### src/sv/cle_pkg.sv
package cle_pkg;

    // pool geometry
    localparam int CAPACITY   = 32;
    localparam int VALUE_BITS = 32;
    localparam int SLOT_W     = $clog2(CAPACITY);
    localparam int CNT_W      = $clog2(CAPACITY + 1);

    // stream field widths
    localparam int CMD_W       = 3;
    localparam int VAL_W       = 32;
    localparam int POS_W       = 8;
    localparam int STATUS_W    = 2;
    localparam int INDEX_W     = 6;
    localparam int IN_TDATA_W  = ((VAL_W + POS_W + 7) / 8) * 8;
    localparam int OUT_TDATA_W = ((VAL_W + INDEX_W + 7) / 8) * 8;

    typedef enum logic [CMD_W-1:0] {
        CMD_INS_END   = 3'd0,
        CMD_INS_BEGIN = 3'd1,
        CMD_INS_POS   = 3'd2,
        CMD_DEL_BEGIN = 3'd3,
        CMD_DEL_END   = 3'd4,
        CMD_DEL_VALUE = 3'd5,
        CMD_READ_OUT  = 3'd6
    } t_cmd;

    // command code with no meaning, dropped without a result
    localparam logic [CMD_W-1:0] CMD_IGNORED = 3'd7;

    typedef enum logic [STATUS_W-1:0] {
        ST_OK        = 2'd0,
        ST_EMPTY     = 2'd1,
        ST_NOT_FOUND = 2'd2,
        ST_FULL      = 2'd3
    } t_status;

    typedef enum logic [2:0] {
        S_IDLE,
        S_HEAD,
        S_SCAN,
        S_WR_A,
        S_WR_B,
        S_EMIT
    } t_state;

    // request from the sequencer to the entry memories
    typedef struct packed {
        logic                  rd_en;
        logic [SLOT_W-1:0]     rd_addr;
        logic                  val_we;
        logic [SLOT_W-1:0]     val_waddr;
        logic [VALUE_BITS-1:0] val_wdata;
        logic                  lnk_we;
        logic [SLOT_W-1:0]     lnk_waddr;
        logic [SLOT_W-1:0]     lnk_wdata;
    } t_mem_req;

    // input value into the stored width
    function automatic logic [VALUE_BITS-1:0] to_store(input logic signed [VAL_W-1:0] v);
        logic signed [63:0] w;
        w = 64'(v);
        return w[VALUE_BITS-1:0];
    endfunction

    // stored value back to the output width
    function automatic logic [VAL_W-1:0] to_out(input logic [VALUE_BITS-1:0] s);
        logic signed [63:0] w;
        w = 64'($signed(s));
        return w[VAL_W-1:0];
    endfunction

    // link follow, out-of-range links point at slot zero
    function automatic logic [SLOT_W-1:0] nxt_slot(input logic [SLOT_W-1:0] l);
        return (CNT_W'(l) < CNT_W'(CAPACITY)) ? l : '0;
    endfunction

endpackage

### src/sv/cle_alloc.sv
module cle_alloc (
    input  logic [cle_pkg::CAPACITY-1:0] i_free,
    output logic [cle_pkg::SLOT_W-1:0]   o_slot
);

    // lowest free slot, last slot when none is free
    always_comb begin
        o_slot = cle_pkg::SLOT_W'(cle_pkg::CAPACITY - 1);
        for (int i = cle_pkg::CAPACITY - 2; i >= 0; i--) begin
            if (i_free[i]) begin
                o_slot = cle_pkg::SLOT_W'(i);
            end
        end
    end

endmodule

### src/sv/cle_store.sv
module cle_store (
    input  logic                           i_clk,
    input  cle_pkg::t_mem_req              i_req,
    output logic [cle_pkg::VALUE_BITS-1:0] o_rd_val,
    output logic [cle_pkg::SLOT_W-1:0]     o_rd_link
);

    logic [cle_pkg::VALUE_BITS-1:0] r_val_mem [cle_pkg::CAPACITY];
    logic [cle_pkg::SLOT_W-1:0]     r_lnk_mem [cle_pkg::CAPACITY];

    // write ports
    always_ff @(posedge i_clk) begin
        if (i_req.val_we) begin
            r_val_mem[i_req.val_waddr] <= i_req.val_wdata;
        end
        if (i_req.lnk_we) begin
            r_lnk_mem[i_req.lnk_waddr] <= i_req.lnk_wdata;
        end
    end

    // shared read address, data held until the next read
    always_ff @(posedge i_clk) begin
        if (i_req.rd_en) begin
            o_rd_val  <= r_val_mem[i_req.rd_addr];
            o_rd_link <= r_lnk_mem[i_req.rd_addr];
        end
    end

endmodule

### src/sv/cle_ctrl.sv
module cle_ctrl (
    input  logic                           i_clk,
    input  logic                           i_rst_n,
    input  logic                           i_in_valid,
    output logic                           o_in_ready,
    input  logic [cle_pkg::CMD_W-1:0]      i_cmd,
    input  logic signed [cle_pkg::VAL_W-1:0] i_value,
    input  logic [cle_pkg::POS_W-1:0]      i_pos,
    output cle_pkg::t_mem_req              o_req,
    input  logic [cle_pkg::VALUE_BITS-1:0] i_rd_val,
    input  logic [cle_pkg::SLOT_W-1:0]     i_rd_link,
    input  logic                           i_out_ready,
    output logic                           o_out_valid,
    output logic [cle_pkg::STATUS_W-1:0]   o_status,
    output logic [cle_pkg::VAL_W-1:0]      o_result,
    output logic [cle_pkg::INDEX_W-1:0]    o_index,
    output logic                           o_last
);

    localparam int SW = cle_pkg::SLOT_W;
    localparam int CW = cle_pkg::CNT_W;
    localparam int PW = cle_pkg::POS_W;

    cle_pkg::t_state r_state, n_state;

    // latched item
    cle_pkg::t_cmd                  r_cmd, n_cmd;
    logic [cle_pkg::VALUE_BITS-1:0] r_val, n_val;
    logic [PW-1:0]                  r_pos, n_pos;
    logic [SW-1:0]                  r_slot, n_slot;
    logic                           r_empty_ins, n_empty_ins;

    // list state
    logic [cle_pkg::CAPACITY-1:0] r_free, n_free;
    logic [SW-1:0]                r_tail, n_tail;
    logic [CW-1:0]                r_count, n_count;

    // walk state
    logic [SW-1:0] r_cur, n_cur;
    logic [SW-1:0] r_prev, n_prev;
    logic [SW-1:0] r_pred, n_pred;
    logic [SW-1:0] r_succ, n_succ;
    logic          r_set_tail, n_set_tail;
    logic [PW-1:0] r_steps, n_steps;
    logic [CW-1:0] r_idx, n_idx;

    // pending single result
    cle_pkg::t_status       r_res_status, n_res_status;
    logic [cle_pkg::VAL_W-1:0] r_res_value, n_res_value;

    // output register
    logic                         r_out_valid, n_out_valid;
    logic [cle_pkg::STATUS_W-1:0] r_out_status, n_out_status;
    logic [cle_pkg::VAL_W-1:0]    r_out_value, n_out_value;
    logic [cle_pkg::INDEX_W-1:0]  r_out_index, n_out_index;
    logic                         r_out_last, n_out_last;

    logic [SW-1:0] w_alloc;
    logic          w_accept;
    logic          w_out_free;
    logic [SW-1:0] w_link;
    logic          w_match;
    logic [CW-1:0] w_idx_inc;

    cle_alloc u_alloc (
        .i_free (r_free),
        .o_slot (w_alloc)
    );

    assign o_in_ready  = (r_state == cle_pkg::S_IDLE);
    assign w_accept    = i_in_valid && o_in_ready;
    assign w_out_free  = !r_out_valid || i_out_ready;
    assign w_link      = cle_pkg::nxt_slot(i_rd_link);
    assign w_idx_inc   = r_idx + 1'b1;

    assign o_out_valid = r_out_valid;
    assign o_status    = r_out_status;
    assign o_result    = r_out_value;
    assign o_index     = r_out_index;
    assign o_last      = r_out_last;

    // delete target test on the entry just read
    always_comb begin
        unique case (r_cmd)
            cle_pkg::CMD_DEL_BEGIN: w_match = 1'b1;
            cle_pkg::CMD_DEL_END:   w_match = (r_cur == r_tail);
            default:                w_match = (i_rd_val == r_val);
        endcase
    end

    // control state
    always_ff @(posedge i_clk) begin
        if (!i_rst_n) begin
            r_state     <= cle_pkg::S_IDLE;
            r_free      <= '1;
            r_tail      <= '0;
            r_count     <= '0;
            r_out_valid <= 1'b0;
        end else begin
            r_state     <= n_state;
            r_free      <= n_free;
            r_tail      <= n_tail;
            r_count     <= n_count;
            r_out_valid <= n_out_valid;
        end
    end

    // working registers
    always_ff @(posedge i_clk) begin
        r_cmd        <= n_cmd;
        r_val        <= n_val;
        r_pos        <= n_pos;
        r_slot       <= n_slot;
        r_empty_ins  <= n_empty_ins;
        r_cur        <= n_cur;
        r_prev       <= n_prev;
        r_pred       <= n_pred;
        r_succ       <= n_succ;
        r_set_tail   <= n_set_tail;
        r_steps      <= n_steps;
        r_idx        <= n_idx;
        r_res_status <= n_res_status;
        r_res_value  <= n_res_value;
        r_out_status <= n_out_status;
        r_out_value  <= n_out_value;
        r_out_index  <= n_out_index;
        r_out_last   <= n_out_last;
    end

    // sequencer
    always_comb begin
        n_state      = r_state;
        n_cmd        = r_cmd;
        n_val        = r_val;
        n_pos        = r_pos;
        n_slot       = r_slot;
        n_empty_ins  = r_empty_ins;
        n_free       = r_free;
        n_tail       = r_tail;
        n_count      = r_count;
        n_cur        = r_cur;
        n_prev       = r_prev;
        n_pred       = r_pred;
        n_succ       = r_succ;
        n_set_tail   = r_set_tail;
        n_steps      = r_steps;
        n_idx        = r_idx;
        n_res_status = r_res_status;
        n_res_value  = r_res_value;
        n_out_status = r_out_status;
        n_out_value  = r_out_value;
        n_out_index  = r_out_index;
        n_out_last   = r_out_last;
        n_out_valid  = (r_out_valid && !i_out_ready);

        o_req           = '0;
        o_req.rd_addr   = r_tail;
        o_req.val_waddr = r_slot;
        o_req.val_wdata = r_val;
        o_req.lnk_waddr = r_slot;
        o_req.lnk_wdata = r_succ;

        unique case (r_state)
            cle_pkg::S_IDLE: begin
                if (w_accept) begin
                    n_cmd        = cle_pkg::t_cmd'(i_cmd);
                    n_val        = cle_pkg::to_store(i_value);
                    n_pos        = i_pos;
                    n_slot       = w_alloc;
                    n_empty_ins  = (r_count == '0);
                    n_res_value  = '0;
                    n_res_status = cle_pkg::ST_OK;
                    unique case (cle_pkg::t_cmd'(i_cmd))
                        cle_pkg::CMD_INS_END, cle_pkg::CMD_INS_BEGIN,
                        cle_pkg::CMD_INS_POS: begin
                            if (r_count == CW'(cle_pkg::CAPACITY)) begin
                                n_res_status = cle_pkg::ST_FULL;
                                n_state      = cle_pkg::S_EMIT;
                            end else if (r_count == '0) begin
                                n_state = cle_pkg::S_WR_A;
                            end else begin
                                o_req.rd_en = 1'b1;
                                n_state     = cle_pkg::S_HEAD;
                            end
                        end
                        cle_pkg::CMD_DEL_BEGIN, cle_pkg::CMD_DEL_END,
                        cle_pkg::CMD_DEL_VALUE, cle_pkg::CMD_READ_OUT: begin
                            if (r_count == '0) begin
                                n_res_status = cle_pkg::ST_EMPTY;
                                n_state      = cle_pkg::S_EMIT;
                            end else begin
                                o_req.rd_en = 1'b1;
                                n_state     = cle_pkg::S_HEAD;
                            end
                        end
                        default: begin
                            n_state = cle_pkg::S_IDLE;
                        end
                    endcase
                end
            end

            // tail link read back: w_link is the head
            cle_pkg::S_HEAD: begin
                n_prev = r_tail;
                n_idx  = '0;
                if (r_cmd == cle_pkg::CMD_INS_POS && r_pos > PW'(1)
                        && r_pos <= PW'(r_count)) begin
                    // walk to the entry in front of the new one
                    o_req.rd_en   = 1'b1;
                    o_req.rd_addr = w_link;
                    n_cur         = w_link;
                    n_steps       = r_pos - PW'(2);
                    n_state       = cle_pkg::S_SCAN;
                end else if (r_cmd == cle_pkg::CMD_INS_END || r_cmd == cle_pkg::CMD_INS_BEGIN
                        || r_cmd == cle_pkg::CMD_INS_POS) begin
                    // splice in behind the tail
                    n_pred     = r_tail;
                    n_succ     = w_link;
                    n_set_tail = (r_cmd == cle_pkg::CMD_INS_END)
                                 || (r_cmd == cle_pkg::CMD_INS_POS && r_pos > PW'(1));
                    n_state    = cle_pkg::S_WR_A;
                end else begin
                    o_req.rd_en   = 1'b1;
                    o_req.rd_addr = w_link;
                    n_cur         = w_link;
                    n_state       = cle_pkg::S_SCAN;
                end
            end

            // one entry per cycle, read-out only while the output is free, data of r_cur on the read port
            cle_pkg::S_SCAN: begin
                unique case (r_cmd)
                    cle_pkg::CMD_INS_END, cle_pkg::CMD_INS_BEGIN, cle_pkg::CMD_INS_POS: begin
                        if (r_steps == '0) begin
                            n_pred     = r_cur;
                            n_succ     = w_link;
                            n_set_tail = 1'b0;
                            n_state    = cle_pkg::S_WR_A;
                        end else begin
                            o_req.rd_en   = 1'b1;
                            o_req.rd_addr = w_link;
                            n_cur         = w_link;
                            n_steps       = r_steps - 1'b1;
                        end
                    end
                    cle_pkg::CMD_READ_OUT: begin
                        if (w_out_free) begin
                            n_out_valid  = 1'b1;
                            n_out_status = cle_pkg::ST_OK;
                            n_out_value  = cle_pkg::to_out(i_rd_val);
                            n_out_index  = cle_pkg::INDEX_W'(w_idx_inc);
                            n_out_last   = (w_idx_inc == r_count);
                            if (w_idx_inc == r_count) begin
                                n_state = cle_pkg::S_IDLE;
                            end else begin
                                o_req.rd_en   = 1'b1;
                                o_req.rd_addr = w_link;
                                n_cur         = w_link;
                                n_idx         = w_idx_inc;
                            end
                        end
                    end
                    default: begin
                        if (w_match) begin
                            // unlink r_cur, r_prev takes over its link
                            if (r_count > CW'(1)) begin
                                o_req.lnk_we    = 1'b1;
                                o_req.lnk_waddr = r_prev;
                                o_req.lnk_wdata = w_link;
                                if (r_cur == r_tail) begin
                                    n_tail = r_prev;
                                end
                            end else begin
                                n_tail = '0;
                            end
                            n_free[r_cur] = 1'b1;
                            n_count       = r_count - 1'b1;
                            n_res_value   = cle_pkg::to_out(i_rd_val);
                            n_state       = cle_pkg::S_EMIT;
                        end else if (w_idx_inc == r_count) begin
                            n_res_status = cle_pkg::ST_NOT_FOUND;
                            n_state      = cle_pkg::S_EMIT;
                        end else begin
                            o_req.rd_en   = 1'b1;
                            o_req.rd_addr = w_link;
                            n_prev        = r_cur;
                            n_cur         = w_link;
                            n_idx         = w_idx_inc;
                        end
                    end
                endcase
            end

            // new entry: value and forward link
            cle_pkg::S_WR_A: begin
                o_req.val_we = 1'b1;
                o_req.lnk_we = 1'b1;
                if (r_empty_ins) begin
                    o_req.lnk_wdata = r_slot;
                    n_tail          = r_slot;
                    n_free[r_slot]  = 1'b0;
                    n_count         = r_count + 1'b1;
                    n_state         = cle_pkg::S_EMIT;
                end else begin
                    n_state = cle_pkg::S_WR_B;
                end
            end

            // predecessor now points at the new entry
            cle_pkg::S_WR_B: begin
                o_req.lnk_we    = 1'b1;
                o_req.lnk_waddr = r_pred;
                o_req.lnk_wdata = r_slot;
                if (r_set_tail) begin
                    n_tail = r_slot;
                end
                n_free[r_slot] = 1'b0;
                n_count        = r_count + 1'b1;
                n_state        = cle_pkg::S_EMIT;
            end

            cle_pkg::S_EMIT: begin
                if (w_out_free) begin
                    n_out_valid  = 1'b1;
                    n_out_status = r_res_status;
                    n_out_value  = r_res_value;
                    n_out_index  = '0;
                    n_out_last   = 1'b1;
                    n_state      = cle_pkg::S_IDLE;
                end
            end

            default: begin
                n_state = cle_pkg::S_IDLE;
            end
        endcase
    end

endmodule

### src/sv/circular_list_engine.sv
// Circular singly linked list of signed values in a pool of 32 entries. Each input word carries
// a command in tuser (insert at end, at head or at a 1-based position, delete head, delete
// tail, delete first matching value, read out) and a value and position in tdata; every valid
// command but read-out answers with one word, read-out with one word per entry head first and
// tlast on the final one, and a rejected command (empty list, pool full, value not found)
// answers with one word whose status is in tuser. The block takes one command at a time and is
// busy until that command's work is done. Cost is set by the link walk through the entry
// memory, one registered read per cycle while the output side keeps up: an insert reads the
// tail link, walks to the entry in front of the new one for a positional insert inside the
// list, then writes the new entry and its predecessor's link (only the entry for an empty
// list); deletes and searches walk from the head to the match or the tail, read-out emits each
// entry as it is read, and a command refused at once (pool full, empty list) is answered directly.
// A new entry always takes the lowest free slot; no clearing pass is run after reset.
module circular_list_engine (
    input  logic                            i_clk,
    input  logic                            i_rst_n,
    input  logic                            s_axis_tvalid,
    output logic                            s_axis_tready,
    input  logic [cle_pkg::IN_TDATA_W-1:0]  s_axis_tdata,  // value[31:0], position[39:32]
    input  logic [cle_pkg::CMD_W-1:0]       s_axis_tuser,  // command[2:0]
    output logic                            m_axis_tvalid,
    input  logic                            m_axis_tready,
    output logic [cle_pkg::OUT_TDATA_W-1:0] m_axis_tdata,  // result_value[31:0], entry_index[37:32]
    output logic [cle_pkg::STATUS_W-1:0]    m_axis_tuser,  // status[1:0]
    output logic                            m_axis_tlast
);

    cle_pkg::t_mem_req              w_req;
    logic [cle_pkg::VALUE_BITS-1:0] w_rd_val;
    logic [cle_pkg::SLOT_W-1:0]     w_rd_link;
    logic [cle_pkg::VAL_W-1:0]      w_result;
    logic [cle_pkg::INDEX_W-1:0]    w_index;

    cle_store u_store (
        .i_clk     (i_clk),
        .i_req     (w_req),
        .o_rd_val  (w_rd_val),
        .o_rd_link (w_rd_link)
    );

    cle_ctrl u_ctrl (
        .i_clk       (i_clk),
        .i_rst_n     (i_rst_n),
        .i_in_valid  (s_axis_tvalid),
        .o_in_ready  (s_axis_tready),
        .i_cmd       (s_axis_tuser),
        .i_value     ($signed(s_axis_tdata[cle_pkg::VAL_W-1:0])),
        .i_pos       (s_axis_tdata[cle_pkg::VAL_W +: cle_pkg::POS_W]),
        .o_req       (w_req),
        .i_rd_val    (w_rd_val),
        .i_rd_link   (w_rd_link),
        .i_out_ready (m_axis_tready),
        .o_out_valid (m_axis_tvalid),
        .o_status    (m_axis_tuser),
        .o_result    (w_result),
        .o_index     (w_index),
        .o_last      (m_axis_tlast)
    );

    // pack result word, zero pad to whole bytes
    assign m_axis_tdata = cle_pkg::OUT_TDATA_W'({w_index, w_result});

endmodule

### config.mk
export PLATFORM = sky130hd
export DESIGN_NAME = circular_list_engine
export DESIGN_NICKNAME = d
export VERILOG_FILES = /design/src/sv/cle_pkg.sv /design/src/sv/cle_alloc.sv /design/src/sv/cle_store.sv /design/src/sv/cle_ctrl.sv /design/src/sv/circular_list_engine.sv
export SDC_FILE = /design/constraint.sdc
export NUM_CORES = 2
export LEC_CHECK = 0
export ABC_AREA = 1
export BUFFER_PORTS_ARGS = -buffer_cell sky130_fd_sc_hd__buf_2
export CORE_AREA = 3 3 378 380
export CTS_BUF_LIST = sky130_fd_sc_hd__clkbuf_4 sky130_fd_sc_hd__clkbuf_8 sky130_fd_sc_hd__clkbuf_16
export DETAILED_ROUTE_END_ITERATION = 7
export DIE_AREA = 0 0 381 383
export PLACE_DENSITY_LB_ADDON = 0.15
export SETUP_SLACK_MARGIN = 0.1
export SYNTH_ARGS = -nofsm -noshare
export SYNTH_HDL_FRONTEND = slang
export SYNTH_SLANG_ARGS = --single-unit
### constraint.sdc
create_clock -name i_clk -period 6.8 [get_ports i_clk]
set_input_delay 1.7 -clock i_clk [delete_from_list [all_inputs] [get_ports i_clk]]
set_output_delay 1.7 -clock i_clk [all_outputs]
set_load 0.02 [all_outputs]
==> results.md <==
| Parameter | This run |
|:---|:---|
| Status | completed |
| Cell area power density | 434 mW/mm^2 |
| Pin count of the biggest net entering global routing | 161 |
| Reg-to-reg slack, setup | 1.24 ns |
| Layout Skew | 0.0211 ns |
| Worst min-delay path startpoint | u_ctrl.r_state[1]$_SDFFE_PN0P_ |
| Crit share post-route | 81.7% |
| CTS tree | built |
| Post-layout nets | 5,998 |
| Count of unique library cells instantiated by Yosys | 52 |
| Worst path required time | 7.32 ns |
| Hold buffers post-CTS | 0 |
| Yosys warning count | 0 |
| Clock-pin slew of the registers on the worst-case setup and hold paths | 0.06 ns |
| Hold endpoint | u_ctrl.r_state[1]$_SDFFE_PN0P_ |
| Number of buffers added for setup after CTS | 0 |
| Setup repair after global routing missed its margin | no |
| Most common cell after layout, fill and taps aside | sky130_fd_sc_hd__edfxtp_1 |
| Number of buffers created by CTS | 151 |
| Routed wirelength normalized by instance count | 24.4 um |
| Final setup margin | 1.24 ns |
| Mean post-synth cell area | 10.7 um^2 |
| Number of standard cells after synthesis | 5,896 |
| Count of unresolved DRC violations after routing | 0 |
| Cell depth of the worst hold path | 2 |
| Clock Tree Buf Depth | 3 |
| Worst vdd rail ir drop | 0.553 mV |
| Reg2reg end | u_store.o_rd_val[18]$_DFFE_PP_ |
| Sum of routed wire length over all layers | 193 mm |
| Final hold violation count | 0 |
| Top fanout value on the critical path | 105 |
| First DRT Iteration DRCs | 5,267 |
| Leading cell types in the layout, fill and taps excluded | sky130_fd_sc_hd__edfxtp_1 (1,380), sky130_fd_sc_hd__nand2_1 (1,300), sky130_fd_sc_hd__inv_1 (936) |
| PnR Total Power | 30.6 mW |
| Flops & latches, synth | 1,426 |
| Leakage | 27.1 nW |
| Starting Density | 45.1% |
| H-tree Lvls | 4 |
| Sum of negative setup slack | 0 ns |
| First-pass GRT wire length | 282 mm |
| Slew HR | 17.2% |
| Type of the worst setup path | register to register |
| Actual transition at the worst max-transition pin | 1.24 ns |
| Number of nets still failing antenna checks after routing | 0 |
| Die area | 0.146 mm^2 |
| Number of enable flip-flop cells after synthesis | 1,380 |
| Seq/Total Area, Yosys | 67.4% |
| Count of port buffers added during placement | 89 |
| Layout overhead on the synthesized area | 12.3% |
| Remaining global-route overflow | 0 |
| Fmax achieved | 0.180 GHz |
| Placeable core area | 0.140 mm^2 |
| Minimum setup slack after placement | 1.31 ns |
| Initial antenna violation count | 6 |
| Via-per-instance ratio | 5.54 |
| Synth top area share | 65.9% |
| Clock sink count | 1,426 |
| Critical R2R Launch | u_ctrl.r_val[4]$_DFFE_PP_ |
| Buffer type at the clock tree root | sky130_fd_sc_hd__clkbuf_16 |
| Routability Congestion | 0.944 |
| Detailed-routing iteration count for the pre-antenna-repair pass | 6 |
| Number of resized instances in the post-cts repair step | 0 |
| Height of the chip | 383 um |
| Number of fillers in the final layout | 12,540 |
| Post-synth top flop | sky130_fd_sc_hd__edfxtp_1 |
| Arrival @ worst endpoint | 6.07 ns |
| Final max-slew violation count | 0 |
| Overall fraction of global-route tracks in use | 26.3% |
| Setup violators final | 0 |
| Post-detail-place hpwl | 101 mm |
| Main area contributors after synthesis | sky130_fd_sc_hd__edfxtp_1 (66%), sky130_fd_sc_hd__nand2_1 (7.8%), sky130_fd_sc_hd__inv_1 (5.6%) |
| Hold Path Class | register to register |
| Clock Latency Late Sink | 0.78 ns |
| Worst setup EP type | register |
| Vias in the first global route | 40,947 |
| Floorplan die width | 381 um |
| Total standard cell area after synthesis | 0.0629 mm^2 |
| Max capacitance violation total | 0 |
| Post-synth ARST share | 0% |
| Reg2Reg Depth | 21 |
| Largest area contributor in the netlist | sky130_fd_sc_hd__edfxtp_1 |
| Minimum period implied by the final worst setup slack | 5.56 ns |
| Site Rows | 137 |
| Startpoint type of the worst setup path | register |
| Number of primary I/O pins | 92 |
| Vias after detailed routing | 43,948 |
| Share of final-layout standard cells stronger than drive strength 1 | 9.45% |
==> synthesized netlist by cell type (all sizes together) (2+ instances only) <==
cell type and instances:
edfxtp 1380, nand2 1304, inv 947, nand3 673, o21ai 421, buf 196
nor2 192, nand4 189, o211ai 144, clkbuf 136, a21oi 76, dfxtp 46
nor3 44, xor2 24, a31oi 22, or2 14, xnor2 14, a211oi 13
ha 13, o22ai 9, nor4 7, o2111ai 5, clkinv 4, a22oi 3
a221oi 2, nand3b 2, o21bai 2, o221ai 2, o41ai 2
==> routing by layer <==
metal / part of all wire [%] / global-route usage [%] / routed length (um)
met1: 43 / 37.5 / 82600
met2: 45 / 40.8 / 87700
met3: 8.6 / 4.49 / 16500
met4: 3.3 / 9.02 / 6370
met5: 0.0067 / 0 / 13
==> power by group <==
group	switching, mW	internal [mW]
clock network	3.44	4.80
logic	8.00	3.13
registers	0.486	10.8
total	11.9	18.7
==> how the worst max path moves through the flow <==
| stage | startpoint | to | slack [ns] | cells after the start |
|---|---|---|---|---|
| floorplan | m_axis_tready | u_ctrl.o_index[0]$_SDFFCE_PP0P_ | 1.40 | 2 |
| global placement | u_ctrl.r_val[4]$_DFFE_PP_ | u_store.o_rd_val[23]$_DFFE_PP_ | 1.38 | 21 |
| detailed placement | u_ctrl.r_val[4]$_DFFE_PP_ | u_store.o_rd_val[18]$_DFFE_PP_ | 1.31 | 21 |
| CTS | u_ctrl.r_val[4]$_DFFE_PP_ | u_store.o_rd_val[18]$_DFFE_PP_ | 1.25 | 21 |
| global route | u_ctrl.r_val[4]$_DFFE_PP_ | u_store.o_rd_val[18]$_DFFE_PP_ | 0.81 | 21 |
| finish | u_ctrl.r_val[4]$_DFFE_PP_ | u_store.o_rd_val[18]$_DFFE_PP_ | 1.24 | 21 |
==> through the flow <==
stage               area [um^2]  std cells  hold slack, ns  util (%)
detailed placement        65700       7661           0.495      47.1
finish                    70600       7932           0.510      50.6
floorplan                 62900       5897           0.463         -
global placement          65700       7661           0.487      47.1
global route              70600       7931           0.543      50.6
CTS                       70600       7931           0.504      50.6
==> flip-flops by register name, indices dropped and copies added (netlist names), 31 cells and up <==
signal              flops
u_store.o_rd_val       32
u_ctrl.r_val           32
u_ctrl.r_res_value     32
u_ctrl.o_result        32
u_ctrl.r_free          31
u_store.r_lnk_mem     160
u_store.r_val_mem    1024
==> critical path, cell delays in order (launching register included) <==
cell and delay, ns:
sky130_fd_sc_hd__edfxtp_1 1.10, sky130_fd_sc_hd__xnor2_1 0.20, sky130_fd_sc_hd__nand3_1 0.09, sky130_fd_sc_hd__nor3_1 0.31
sky130_fd_sc_hd__nand2_1 0.13, sky130_fd_sc_hd__nor2_1 0.21, sky130_fd_sc_hd__nand2_1 0.24, sky130_fd_sc_hd__nand2_1 0.11
sky130_fd_sc_hd__nand2_1 0.25, sky130_fd_sc_hd__inv_1 0.19, sky130_fd_sc_hd__nor2_1 0.12, sky130_fd_sc_hd__nand2_1 0.09
sky130_fd_sc_hd__nand4_1 0.15, sky130_fd_sc_hd__o21bai_4 0.41, sky130_fd_sc_hd__clkinv_8 0.56, sky130_fd_sc_hd__buf_12 0.43
sky130_fd_sc_hd__nand2_1 0.10, sky130_fd_sc_hd__nand3_1 0.08, sky130_fd_sc_hd__nand3_1 0.17, sky130_fd_sc_hd__nand2_1 0.08
sky130_fd_sc_hd__nand2_1 0.07, sky130_fd_sc_hd__nand2_1 0.11
==> layout make-up <==
| class | instances | area, um^2 | share of cell area, % |
|---|---|---|---|
| Antenna cell | 1 | 2.50 | 0.00354 |
| Clock buffer | 192 | 4170 | 5.91 |
| Sequential cell | 1426 | 42400 | 60.0 |
| Inverter | 951 | 3600 | 5.09 |
| Clock inverter | 78 | 722 | 1.02 |
| Timing Repair Buffer | 220 | 1780 | 2.52 |
| Multi-Input combinational cell | 3188 | 15600 | 22.1 |
| Tap cell | 1876 | 2350 | 3.32 |
==> logic make-up after synthesis <==
kind of cell,count (synthesis),share of synthesized area (%)
flops,1426,67.4
buf+inv,1283,8.25
other cells,1,0.00597
simple gates,2427,16.8
compound gates,708,6.75
fa+ha+maj,13,0.259
xor+xnor,38,0.529
Power figures use the tool's default switching activity.
